$ cat config.mk
export PLATFORM = sky130hd
export DESIGN_NAME = caesar_printable_stream_mangler
export DESIGN_NICKNAME = d
export VERILOG_FILES = /design/src/design/cpsm_pkg.sv /design/src/design/cpsm_front.sv /design/src/design/cpsm_queue.sv /design/src/design/cpsm_back.sv /design/src/design/caesar_printable_stream_mangler.sv
export SDC_FILE = /design/constraint.sdc
export NUM_CORES = 1
export LEC_CHECK = 0
export ABC_AREA = 1
export BUFFER_PORTS_ARGS = -buffer_cell sky130_fd_sc_hd__buf_2
export CAP_MARGIN = 30
export CORE_ASPECT_RATIO = 1.5
export CORE_MARGIN = 8
export CORE_UTILIZATION = 55
export CTS_CLUSTER_DIAMETER = 200
export DETAILED_ROUTE_END_ITERATION = 6
export GPL_TIMING_DRIVEN = 0
export PLACE_DENSITY = 0.76
export SYNTH_ARGS = -nofsm -noshare
export SYNTH_HDL_FRONTEND = slang
export SYNTH_SLANG_ARGS = --single-unit
$ cat constraint.sdc
create_clock -name clk_i -period 4.2 [get_ports clk_i]
set_clock_uncertainty 0.15 [all_clocks]
set_input_delay 0.42 -clock clk_i [delete_from_list [all_inputs] [get_ports clk_i]]
set_output_delay 0.42 -clock clk_i [all_outputs]
set_load 0.05 [all_outputs]
$ cat src/design/cpsm_pkg.sv
`default_nettype none
package cpsm_pkg;

  localparam int unsigned CpsmByteW     = 8;
  localparam int unsigned CpsmKeyW      = 7;
  localparam int unsigned CpsmQueueDepth = 4;

  localparam logic [CpsmKeyW-1:0]  CpsmKeyMax  = 7'd93;
  localparam logic [CpsmByteW-1:0] CpsmRangeLo = 8'd33;
  localparam logic [CpsmByteW-1:0] CpsmRangeHi = 8'd126;
  localparam logic [CpsmByteW-1:0] CpsmRangeN  = 8'd94;
  localparam logic [CpsmByteW-1:0] CpsmColon   = 8'h3A;

  // number of letters in the kept prefix
  localparam logic [1:0] CpsmPrefixLen = 2'd3;

  // one queued request: what the back end has to emit for one input byte
  typedef struct packed {
    logic                keep_set;  // emit "set" unchanged first
    logic [1:0]          enc_cnt;   // held prefix letters to emit rotated
    logic                has_byte;  // emit the input byte rotated last
    logic [CpsmByteW-1:0] data;
    logic                last;
  } cpsm_desc_t;

  function automatic logic [CpsmByteW-1:0] prefix_char(input logic [1:0] idx);
    logic [CpsmByteW-1:0] c;
    unique case (idx)
      2'd0:    c = 8'h73;  // s
      2'd1:    c = 8'h65;  // e
      2'd2:    c = 8'h74;  // t
      default: c = 8'h00;
    endcase
    return c;
  endfunction

  function automatic logic [CpsmByteW-1:0] rotate_byte(
    input logic [CpsmByteW-1:0] b,
    input logic [CpsmKeyW-1:0]  key
  );
    logic [CpsmByteW:0]   s;
    logic [CpsmByteW-1:0] r;
    s = {1'b0, b} + {2'b00, key};
    if (s > {1'b0, CpsmRangeHi}) begin
      s = s - {1'b0, CpsmRangeN};
    end
    if (b == CpsmColon || b < CpsmRangeLo || b > CpsmRangeHi) begin
      r = b;
    end else begin
      r = s[CpsmByteW-1:0];
    end
    return r;
  endfunction

endpackage
`default_nettype wire

$ cat src/design/cpsm_front.sv
`default_nettype none
module cpsm_front (
  input  wire                             clk_i,
  input  wire                             rst_ni,
  input  wire                             in_valid_i,
  output logic                            in_stall_o,
  input  wire  [cpsm_pkg::CpsmByteW-1:0]  in_byte_i,
  input  wire                             in_last_i,
  input  wire                             q_full_i,
  output logic                            push_o,
  output cpsm_pkg::cpsm_desc_t            push_desc_o
);
  import cpsm_pkg::*;

  logic [1:0] held_q, held_d;
  logic       checking_q, checking_d;
  logic       accept;
  logic       need_push;
  logic [1:0] eff_held;
  logic       keep;
  logic       match;

  assign in_stall_o = q_full_i;
  assign accept     = in_valid_i && !q_full_i;

  always_comb begin
    keep     = checking_q && (held_q == CpsmPrefixLen);
    eff_held = keep ? 2'd0 : held_q;
    match    = (in_byte_i == prefix_char(eff_held)) && !in_last_i;

    held_d      = held_q;
    checking_d  = checking_q;
    need_push   = 1'b1;
    push_desc_o = '{keep_set: 1'b0, enc_cnt: 2'd0, has_byte: 1'b1,
                    data: in_byte_i, last: in_last_i};

    if (checking_q) begin
      push_desc_o.keep_set = keep;
      if (match) begin
        // still forming the prefix: hold the letter
        held_d               = eff_held + 2'd1;
        push_desc_o.has_byte = 1'b0;
        need_push            = keep;
      end else begin
        // mismatch or end of name: flush held letters rotated
        push_desc_o.enc_cnt = eff_held;
        held_d              = 2'd0;
        checking_d          = 1'b0;
      end
    end

    if (in_last_i) begin
      held_d     = 2'd0;
      checking_d = 1'b1;
    end
  end

  assign push_o = accept && need_push;

  always_ff @(posedge clk_i or negedge rst_ni) begin
    if (!rst_ni) begin
      held_q     <= 2'd0;
      checking_q <= 1'b1;
    end else if (accept) begin
      held_q     <= held_d;
      checking_q <= checking_d;
    end
  end

  // every queued request must produce at least one byte
  a_push_nonempty: assert property (@(posedge clk_i) disable iff (!rst_ni)
    push_o |-> (push_desc_o.keep_set || push_desc_o.has_byte))
    else $error("empty request pushed");

endmodule
`default_nettype wire

$ cat src/design/cpsm_queue.sv
`default_nettype none
module cpsm_queue #(
  parameter int unsigned Depth = cpsm_pkg::CpsmQueueDepth
) (
  input  wire                   clk_i,
  input  wire                   rst_ni,
  input  wire                   push_i,
  input  cpsm_pkg::cpsm_desc_t  push_desc_i,
  output logic                  full_o,
  input  wire                   pop_i,
  output logic                  empty_o,
  output cpsm_pkg::cpsm_desc_t  head_o
);
  import cpsm_pkg::*;

  localparam int unsigned AW = (Depth > 1) ? $clog2(Depth) : 1;
  localparam int unsigned CW = $clog2(Depth + 1);

  cpsm_desc_t    mem_q [Depth];
  logic [AW-1:0] wr_q, rd_q;
  logic [CW-1:0] count_q;

  assign full_o  = (count_q == CW'(Depth));
  assign empty_o = (count_q == '0);
  assign head_o  = mem_q[rd_q];

  always_ff @(posedge clk_i) begin
    if (push_i) begin
      mem_q[wr_q] <= push_desc_i;
    end
  end

  always_ff @(posedge clk_i or negedge rst_ni) begin
    if (!rst_ni) begin
      wr_q    <= '0;
      rd_q    <= '0;
      count_q <= '0;
    end else begin
      if (push_i) begin
        wr_q <= (wr_q == AW'(Depth - 1)) ? '0 : wr_q + 1'b1;
      end
      if (pop_i) begin
        rd_q <= (rd_q == AW'(Depth - 1)) ? '0 : rd_q + 1'b1;
      end
      if (push_i && !pop_i) begin
        count_q <= count_q + 1'b1;
      end else if (pop_i && !push_i) begin
        count_q <= count_q - 1'b1;
      end
    end
  end

  a_no_overflow: assert property (@(posedge clk_i) disable iff (!rst_ni)
    push_i |-> !full_o)
    else $error("push into full queue");

  a_no_underflow: assert property (@(posedge clk_i) disable iff (!rst_ni)
    pop_i |-> !empty_o)
    else $error("pop from empty queue");

  a_count_bound: assert property (@(posedge clk_i) disable iff (!rst_ni)
    count_q <= CW'(Depth))
    else $error("queue count out of range");

endmodule
`default_nettype wire

$ cat src/design/cpsm_back.sv
`default_nettype none
module cpsm_back (
  input  wire                             clk_i,
  input  wire                             rst_ni,
  input  wire                             cfg_valid_i,
  output logic                            cfg_ready_o,
  input  wire  [cpsm_pkg::CpsmKeyW-1:0]   cfg_shift_key_i,
  input  wire                             q_empty_i,
  input  cpsm_pkg::cpsm_desc_t            head_i,
  output logic                            pop_o,
  output logic                            out_valid_o,
  input  wire                             out_stall_i,
  output logic [cpsm_pkg::CpsmByteW-1:0]  out_byte_o,
  output logic                            out_last_o
);
  import cpsm_pkg::*;

  logic [CpsmKeyW-1:0]  key_q;
  logic [1:0]           idx_q, idx_d;
  logic                 out_valid_q, out_valid_d;
  logic [CpsmByteW-1:0] out_byte_q, out_byte_d;
  logic                 out_last_q, out_last_d;
  logic                 load;
  logic [2:0]           base, total, idx3, k3;
  logic                 is_end;

  assign cfg_ready_o = 1'b1;

  always_ff @(posedge clk_i or negedge rst_ni) begin
    if (!rst_ni) begin
      key_q <= '0;
    end else if (cfg_valid_i) begin
      key_q <= (cfg_shift_key_i > CpsmKeyMax) ? CpsmKeyMax : cfg_shift_key_i;
    end
  end

  // slot order: kept "set", rotated held letters, rotated input byte
  always_comb begin
    base   = head_i.keep_set ? {1'b0, CpsmPrefixLen} : 3'd0;
    total  = base + {1'b0, head_i.enc_cnt} + {2'b00, head_i.has_byte};
    idx3   = {1'b0, idx_q};
    k3     = idx3 - base;
    is_end = (idx3 == total - 3'd1);

    if (head_i.keep_set && idx3 < {1'b0, CpsmPrefixLen}) begin
      out_byte_d = prefix_char(idx_q);
    end else if (k3 < {1'b0, head_i.enc_cnt}) begin
      out_byte_d = rotate_byte(prefix_char(k3[1:0]), key_q);
    end else begin
      out_byte_d = rotate_byte(head_i.data, key_q);
    end
    out_last_d = head_i.last && is_end;
  end

  assign load        = !out_valid_q || !out_stall_i;
  assign out_valid_d = !q_empty_i;
  assign pop_o       = load && !q_empty_i && is_end;

  always_comb begin
    idx_d = idx_q;
    if (load && !q_empty_i) begin
      idx_d = is_end ? 2'd0 : idx_q + 2'd1;
    end
  end

  always_ff @(posedge clk_i or negedge rst_ni) begin
    if (!rst_ni) begin
      out_valid_q <= 1'b0;
      idx_q       <= 2'd0;
    end else begin
      idx_q <= idx_d;
      if (load) begin
        out_valid_q <= out_valid_d;
      end
    end
  end

  always_ff @(posedge clk_i) begin
    if (load && !q_empty_i) begin
      out_byte_q <= out_byte_d;
      out_last_q <= out_last_d;
    end
  end

  assign out_valid_o = out_valid_q;
  assign out_byte_o  = out_byte_q;
  assign out_last_o  = out_last_q;

  // slot index only advances inside a request
  a_idx_idle: assert property (@(posedge clk_i) disable iff (!rst_ni)
    q_empty_i |-> (idx_q == 2'd0))
    else $error("slot index set with empty queue");

endmodule
`default_nettype wire

$ cat src/design/caesar_printable_stream_mangler.sv
`default_nettype none
// Caesar mangler for printable names, one byte per request. Bytes 33..126
// other than ':' are rotated by shift_key within that 94-character range;
// everything else passes unchanged. A name (or its remainder after a kept
// "set") that begins with "set" and has a further byte keeps "set" as is.
// The front end takes one input byte per cycle whenever the request queue
// has room and turns it into a queued request of 0..4 output bytes (held
// prefix letters produce nothing). The back end drains the queue at one
// output byte per cycle while out_stall_i is low; a request passes through
// the queue, then the registered output stage. An input that releases a
// held prefix yields 2..4 output bytes; since held letters emit nothing,
// sustained throughput stays at one input per cycle for ordinary names
// while the output is not stalled. shift_key writes above 93 saturate to
// 93. The key port is always ready and queued bytes are rotated with the
// current key, so write it only while no name is in flight.
module caesar_printable_stream_mangler #(
  parameter int unsigned QUEUE_DEPTH = cpsm_pkg::CpsmQueueDepth
) (
  input  wire                             clk_i,
  input  wire                             rst_ni,
  // key register write
  input  wire                             cfg_valid_i,
  output logic                            cfg_ready_o,
  input  wire  [cpsm_pkg::CpsmKeyW-1:0]   cfg_shift_key_i,
  // input bytes
  input  wire                             in_valid_i,
  output logic                            in_stall_o,
  input  wire  [cpsm_pkg::CpsmByteW-1:0]  in_byte_i,
  input  wire                             in_last_i,
  // output bytes
  output logic                            out_valid_o,
  input  wire                             out_stall_i,
  output logic [cpsm_pkg::CpsmByteW-1:0]  out_byte_o,
  output logic                            out_last_o
);
  import cpsm_pkg::*;

  logic       q_full;
  logic       q_empty;
  logic       push;
  logic       pop;
  cpsm_desc_t push_desc;
  cpsm_desc_t head;

  // front end: prefix tracking, builds one request per input byte
  cpsm_front u_front (
    .clk_i       (clk_i),
    .rst_ni      (rst_ni),
    .in_valid_i  (in_valid_i),
    .in_stall_o  (in_stall_o),
    .in_byte_i   (in_byte_i),
    .in_last_i   (in_last_i),
    .q_full_i    (q_full),
    .push_o      (push),
    .push_desc_o (push_desc)
  );

  // decouples the two ends
  cpsm_queue #(
    .Depth (QUEUE_DEPTH)
  ) u_queue (
    .clk_i       (clk_i),
    .rst_ni      (rst_ni),
    .push_i      (push),
    .push_desc_i (push_desc),
    .full_o      (q_full),
    .pop_i       (pop),
    .empty_o     (q_empty),
    .head_o      (head)
  );

  // back end: key register, rotation, one byte per cycle out while not stalled
  cpsm_back u_back (
    .clk_i           (clk_i),
    .rst_ni          (rst_ni),
    .cfg_valid_i     (cfg_valid_i),
    .cfg_ready_o     (cfg_ready_o),
    .cfg_shift_key_i (cfg_shift_key_i),
    .q_empty_i       (q_empty),
    .head_i          (head),
    .pop_o           (pop),
    .out_valid_o     (out_valid_o),
    .out_stall_i     (out_stall_i),
    .out_byte_o      (out_byte_o),
    .out_last_o      (out_last_o)
  );

endmodule
`default_nettype wire

==> impl_results.md, run 1 <==
- Status: complete, but fails checks
- Failing checks: negative setup slack
- Hold path startpoint: out_stall_i
- CP required: 4140 ps
- First-pass iteration count of the detailed router: 5
- Most frequent cells in the layout: nand2_1 (155), inv_1 (63), edfxtp_1 (61)
- Vias in the first global route: 4373
- # IOs: 33
- Top post-synthesis cells by area: edfxtp_1 (35%), nand2_1 (12%), dfrtp_1 (9.1%)
- Worst flop-to-flop path endpoint: u_back.out_byte_o[5]
- Final Hold Violating Endpoints: 0
- Max_cap viols: 0
- Crit path kind: register to register
- Synth Register Bits: 81
- Post-Syn Nets: between 600 and 700
- Setup TNS Final: -609 ps
- CTS clk-pin slew, worst paths: about 60 ps
- Main synth FF type: edfxtp_1
- Final min period: 4320 ps
- Post-synth top area share: 35.2%
- Seq/Total Area, Yosys: 44.8%
- Most common cell after layout, fill and taps aside: nand2_1
- Cell Area, Synth: 0.00521 mm^2
- Post-detailed-route DRC marker count: 0
- Critical path's slowest cell: fa_2
- Area Overhead vs Synth: 19.8%
- Fraction of layout instances using a drive strength above 1: 23.9%
- Vias: ~4400
- Crit Path Max Fanout: 5
- Cells after Synth: just over 600
- Die height: between 100 and 150 um
- CTS H-tree lvls: 3
- CTS tree: built
- Critical path launch point type: register
- RePlAce Congestion: a little over 0.9
- Syn_area_per_cell: 8.59 um^2
- Cell taking the most area after synthesis: edfxtp_1
- Cells on worst reg2reg path: 30
- Final slew viol count: 0
- Synth cell types: 49
- GRT Util Overall: 19.9%
- Row Count: 43
- CTS buffer count: 9
- Antenna-violating nets left: 0
- Worst R2R Setup Slack: -120 ps
- Number of flops mapped to enable cells by yosys: 61
- Reg-to-reg critical path startpoint: u_queue.rd_q[0]
- Via count normalized by instance count: 5.54
- DRT iter0 DRCs: 256
- Clock Latency Late Sink: 340 ps
- Hold Path Depth: 3
- Die X-Extent: around 95 um
- CP peak stage delay: 620 ps
- RSZ-0062 raised after global routing: yes
- Syn. warnings: 0
- Global-route wire length before repair: 20.0 mm
- Nets: 730
- Fill count: 719
- Wire length per cell: 15.8 um
- Die Area: 0.0129 mm^2
- Ys async rst share: 24.7%
- Maximum clock rate: 231 MHz
- Largest net degree at the start of global routing: 21
- Worst-Margin Slew: about 550 ps
- HP Class: input pin to register
- Clk sinks: 81
- Final worst slack: -123 ps
- Routed WL: 12.4 mm
- Critical Path AT: 4270 ps
- Total gr overflow: 0
- Fin crit share: 103%
- Hold Crit Endpoint: u_back.out_valid_o
- Starting Density: ~56%
- Hpwl dp: 8.95 mm
- Clk buf depth: 2
- Buffers on Ports: 30
- Initial antenna violation count: 0
- Crit end category: register
- Clock root buffer: clkbuf_16
- Max transition margin: 63.3%
- Ant diodes: 0
- Final setup fails: 6
- Core ar.: between 0.009 and 0.01 mm^2
critical path: cells and delay by family, from the launching register on:
family | cells | cell delay (ps)
AOI/OAI and AO/OA | 2 | 310
adders and majority gates | 5 | 1530
buffers and inverters | 6 | 560
DFF | 1 | 390
and+or+nand+nor | 17 | 1120
sequential cells by signal, summed over array words and instances, names as in the netlist:
| name | count |
|---|---|
| u_back.idx_q | 2 |
| u_back.key_q | 7 |
| u_back.out_byte_o | 8 |
| u_back.out_last_o | 1 |
| u_back.out_valid_o | 1 |
| u_front.checking_q | 1 |
| u_front.held_q | 2 |
| u_queue.count_q | 3 |
| u_queue.mem_q | 52 |
| u_queue.rd_q | 2 |
| u_queue.wr_q | 2 |
stage by stage:
step / util (%) / hold WS (ps) / setup slack, ps / instances / instance area, um^2
floorplan: - / -25.6 / -48.1 / 606 / 5250
global placement: 59.9 / 251 / -403 / 748 / 5540
detailed placement: 60.2 / 262 / -524 / 752 / 5580
CTS: 65.5 / 150 / -12.2 / 779 / 6060
global route: 67.4 / 168 / -325 / 786 / 6240
finish: 67.4 / 157 / -123 / 786 / 6240
timing repair:
action / in CTS / in global routing
hold buffers: 1 / 0
gates resized for setup: 18 / 31
pin swaps: 9 / 18
endpoints found under the setup margin: 7 / 8
endpoints found under the hold margin: 19 / 0
setup buffers: 13 / 7
how the worst max path moves through the flow:
stage | depth (start not counted) | end | startpoint
after floorplan | 29 | u_back.out_byte_o[6] | u_queue.rd_q[0]
after global placement | 31 | u_back.out_byte_o[6] | u_queue.rd_q[0]
after detailed placement | 31 | u_back.out_byte_o[6] | u_queue.rd_q[0]
after CTS | 28 | u_back.out_byte_o[6] | u_queue.rd_q[0]
after global routing | 30 | u_back.out_byte_o[6] | u_queue.rd_q[0]
final | 30 | u_back.out_byte_o[5] | u_queue.rd_q[0]
kinds of logic after synthesis:
kind of cell	after synthesis	synth area share, %
fa+ha+maj	40	10.3
xor+xnor	11	1.85
compound gates	66	7.62
other cells	1	0.0720
simple gates	318	27.6
flops	81	44.8
buf+inv	88	7.47
mux	1	0.216
area by class of cell:
type / instances / area, um^2 / area share (%)
clock inverter: 7 / 93.8 / 1.50
clock buffer: 9 / 225 / 3.61
inverter: 78 / 309 / 4.95
timing repair buffer: 55 / 344 / 5.52
sequential: 81 / 2330 / 37.4
buffer: 7 / 72.6 / 1.16
multi-input combinational: 437 / 2720 / 43.6
tap: 112 / 140 / 2.25
cells in the mapped netlist (all sizes together) (2+ instances only):
master / instances
nor3: 3
nand2: 185
o21ai: 23
nand3b: 4
a32o: 2
nor2: 50
dfrtp: 19
a21oi: 27
ha: 35
fa: 5
a31oi: 2
inv: 77
xor2: 6
o22ai: 3
edfxtp: 61
o21a: 3
o211ai: 2
buf: 9
xnor2: 5
nand3: 66
nand4: 8
layer usage:
metal	part of all wire, %	GRT usage (%)	wire [um]
met1	38	20.6	4720
met2	55	37.1	6790
met4	4.1	9.53	505
met3	3.3	3.39	404
met5	0	0	0
Power of run 1 is not shown: default switching activity piles up to over one toggle a cycle in this logic, so the estimate is an artifact.
==> run 2: changes to the inputs <==
- CELL_PAD_IN_SITES_DETAIL_PLACEMENT: not set -> 1
- CELL_PAD_IN_SITES_GLOBAL_PLACEMENT: not set -> 1
- CORE_UTILIZATION: 55 -> 42
- PLACE_DENSITY: 0.76 -> not set
- PLACE_DENSITY_LB_ADDON: not set -> 0.1
==> impl_results.md, run 2 (synthesized netlist as in run 1, its figures left out) <==
- CTS tree: built (unchanged)
- Clk buf depth: 2 (unchanged)
- Max layer used: met4 (unchanged)
- First-pass iteration count of the detailed router: 5 (unchanged)
- RSZ-0062 raised after global routing: yes (unchanged)
- Final min period: 4360 ps (was 4320 ps)
- CP required: 4150 ps (was 4140 ps)
- Most frequent cells in the layout: nand2_1 (144), inv_1 (63), edfxtp_1 (61) (was nand2_1 (155), inv_1 (63), edfxtp_1 (61))
- Vias in the first global route: 4674 (was 4373)
- Final worst slack: -163 ps (was -123 ps)
- Final Hold Violating Endpoints: 0 (unchanged)
- Crit path kind: register to register (unchanged)
- Metal-1 WL: 5.08 mm (was 4.72 mm)
- Die Area: 0.0163 mm^2 (was 0.0129 mm^2)
- Fin crit share: 104% (was 103%)
- Max_cap viols: 0 (unchanged)
- Area Overhead vs Synth: 21.9% (was 19.8%)
- Nets: 736 (was 730)
- Clock Latency Late Sink: 340 ps (about the same)
- Final setup fails: 6 (unchanged)
- Row Count: 50 (was 43)
- Wire length per cell: 16.7 um (was 15.8 um)
- Fraction of layout instances using a drive strength above 1: 26.8% (was 23.9%)
- Clk sinks: 81 (unchanged)
- Ant diodes: 0 (unchanged)
- Die height: 152 um (was 135 um)
- Hpwl dp: 10.8 mm (was 8.95 mm)
- Critical Path AT: 4310 ps (was 4270 ps)
- Via count normalized by instance count: 5.15 (was 5.54)
- Finished Core Util: 51.5% (was 67.4%)
- Cells on worst reg2reg path: 28 (was 30)
- Crit Path Max Fanout: 4 (was 5)
- CTS clk-pin slew, worst paths: 70 ps (was 60 ps)
- Final slew viol count: 0 (unchanged)
- GRT Util Overall: 17.4% (was 19.9%)
- Critical path launch point type: register (unchanged)
- Met2 Routed Length: 8.35 mm (was 6.79 mm)
- Initial antenna violation count: 0 (unchanged)
- Max transition margin: 62.6% (was 63.3%)
- Crit end category: register (unchanged)
- CTS H-tree lvls: 3 (unchanged)
- CP peak stage delay: 610 ps (was 620 ps)
- DRT iter0 DRCs: 112 (was 256)
- Total gr overflow: 0 (unchanged)
- Top reg by flops: u_queue.mem_q (unchanged)
- Most common cell after layout, fill and taps aside: nand2_1 (unchanged)
- Die X-Extent: 107 um (was 95.4 um)
- Worst-Margin Slew: 557 ps (was 545 ps)
- Fill count: 1450 (was 719)
- Critical Path Most Common Cell: nand2_2
- Routed WL: 14.0 mm (was 12.4 mm)
- Failing checks: negative setup slack (unchanged)
- Largest net degree at the start of global routing: 21 (unchanged)
- Hold WS: 147 ps (was 157 ps)
- # IOs: 33 (unchanged)
- Starting Density: 42.2% (was 56.3%)
- FF+latch area: 0.00233 mm^2 (unchanged)
- RePlAce Congestion: 0.814 (was 0.909)
- Max FFs per register: 52 (unchanged)
- Status: complete, but fails checks (unchanged)
- CTS buffer count: 9 (unchanged)
- Vias: 4306 (was 4352)
- Post-detailed-route DRC marker count: 0 (unchanged)
- Met3 routed WL: 253 um (was 404 um)
- Multi-input gate area: 0.00276 mm^2 (was 0.00272 mm^2)
- HP Class: input pin to register (unchanged)
- Antenna-violating nets left: 0 (unchanged)
- Buffers on Ports: 30 (unchanged)
- Maximum clock rate: 229 MHz (was 231 MHz)
- Clock root buffer: clkbuf_16 (unchanged)
- Critical path's slowest cell: fa_2 (unchanged)
- Global-route wire length before repair: 22.7 mm (was 20.0 mm)
- Core ar.: 0.0123 mm^2 (was 0.00925 mm^2)
- Hold Path Depth: 3 (unchanged)
-- run 2: cell types whose count changed in the layout (fill, tap and decap cells not counted), moves of 2 or more --
cell,delta
a21oi_1,-2
a21oi_2,+2
buf_4,+5
bufinv_16,-2
inv_6,+3
nand2_1,-11
nand2_2,+13
nand2_4,-2
-- run 2: critical path: cells and delay by family (launching register included) --
kind	cells	cell delay, ps
buffers and inverters	6	550
xor gates and xnor gates	1	190
DFF	1	400
and+or+nand+nor	15	1170
adders and majority gates	6	1630
-- run 2: per-stage QoR --
| step | std cells | setup slack (ps) | area, um^2 | setup TNS, ps |
|---|---|---|---|---|
| 4_1_cts | 828 | -61.6 | 6160 | -189 |
| 3_5_place_dp | 796 | -663 | 5630 | -3800 |
| 6_report | 836 | -163 | 6350 | -761 |
| 2_1_floorplan | 606 | -48.1 | 5250 | -71.0 |
| 3_3_place_gp | 792 | -479 | 5600 | -2620 |
| 5_1_grt | 836 | -320 | 6350 | -1840 |
-- run 2: cell type report --
cell class,count,area share (%)
Clock inverter,7,0.927
Clock buffer,9,3.55
Buffer,7,1.14
Sequential cell,81,36.8
Tap cell,156,3.08
Timing Repair Buffer,61,6.19
Inverter,78,4.87
Multi-Input combinational cell,437,43.5
-- run 2: per-layer routing --
layer	vias up	global-route usage [%]
met5	-	0
met4	0	5.72
met3	19	2.54
met2	43	35.6
met1	2096	16.6
li1	2148	-
-- run 2: repair_timing --
action / 4_1_cts / 5_1_grt
buffers inserted: 18 / 8
endpoints found under the hold margin: 19 / 0
resized for setup: 34 / 31
endpoints found under the setup margin: 8 / 9
hold buffers: 1 / 0
pin swaps: 24 / 25
-- run 2: path summary, 6_finish.rpt --
check	start	endpoint	slack (ps)
worst max-delay path	u_queue.rd_q[0]	u_back.out_byte_o[4]	-160
worst min-delay path	out_stall_i	u_back.out_valid_o	150
worst max register to register	u_queue.rd_q[0]	u_back.out_byte_o[4]	-160
worst min register to register	u_back.out_valid_o	u_back.out_valid_o	360
max in group asynchronous	rst_ni	u_queue.rd_q[1]	3080
min in group asynchronous	rst_ni	u_queue.wr_q[1]	430
Power of run 2 is left out for the same reason.
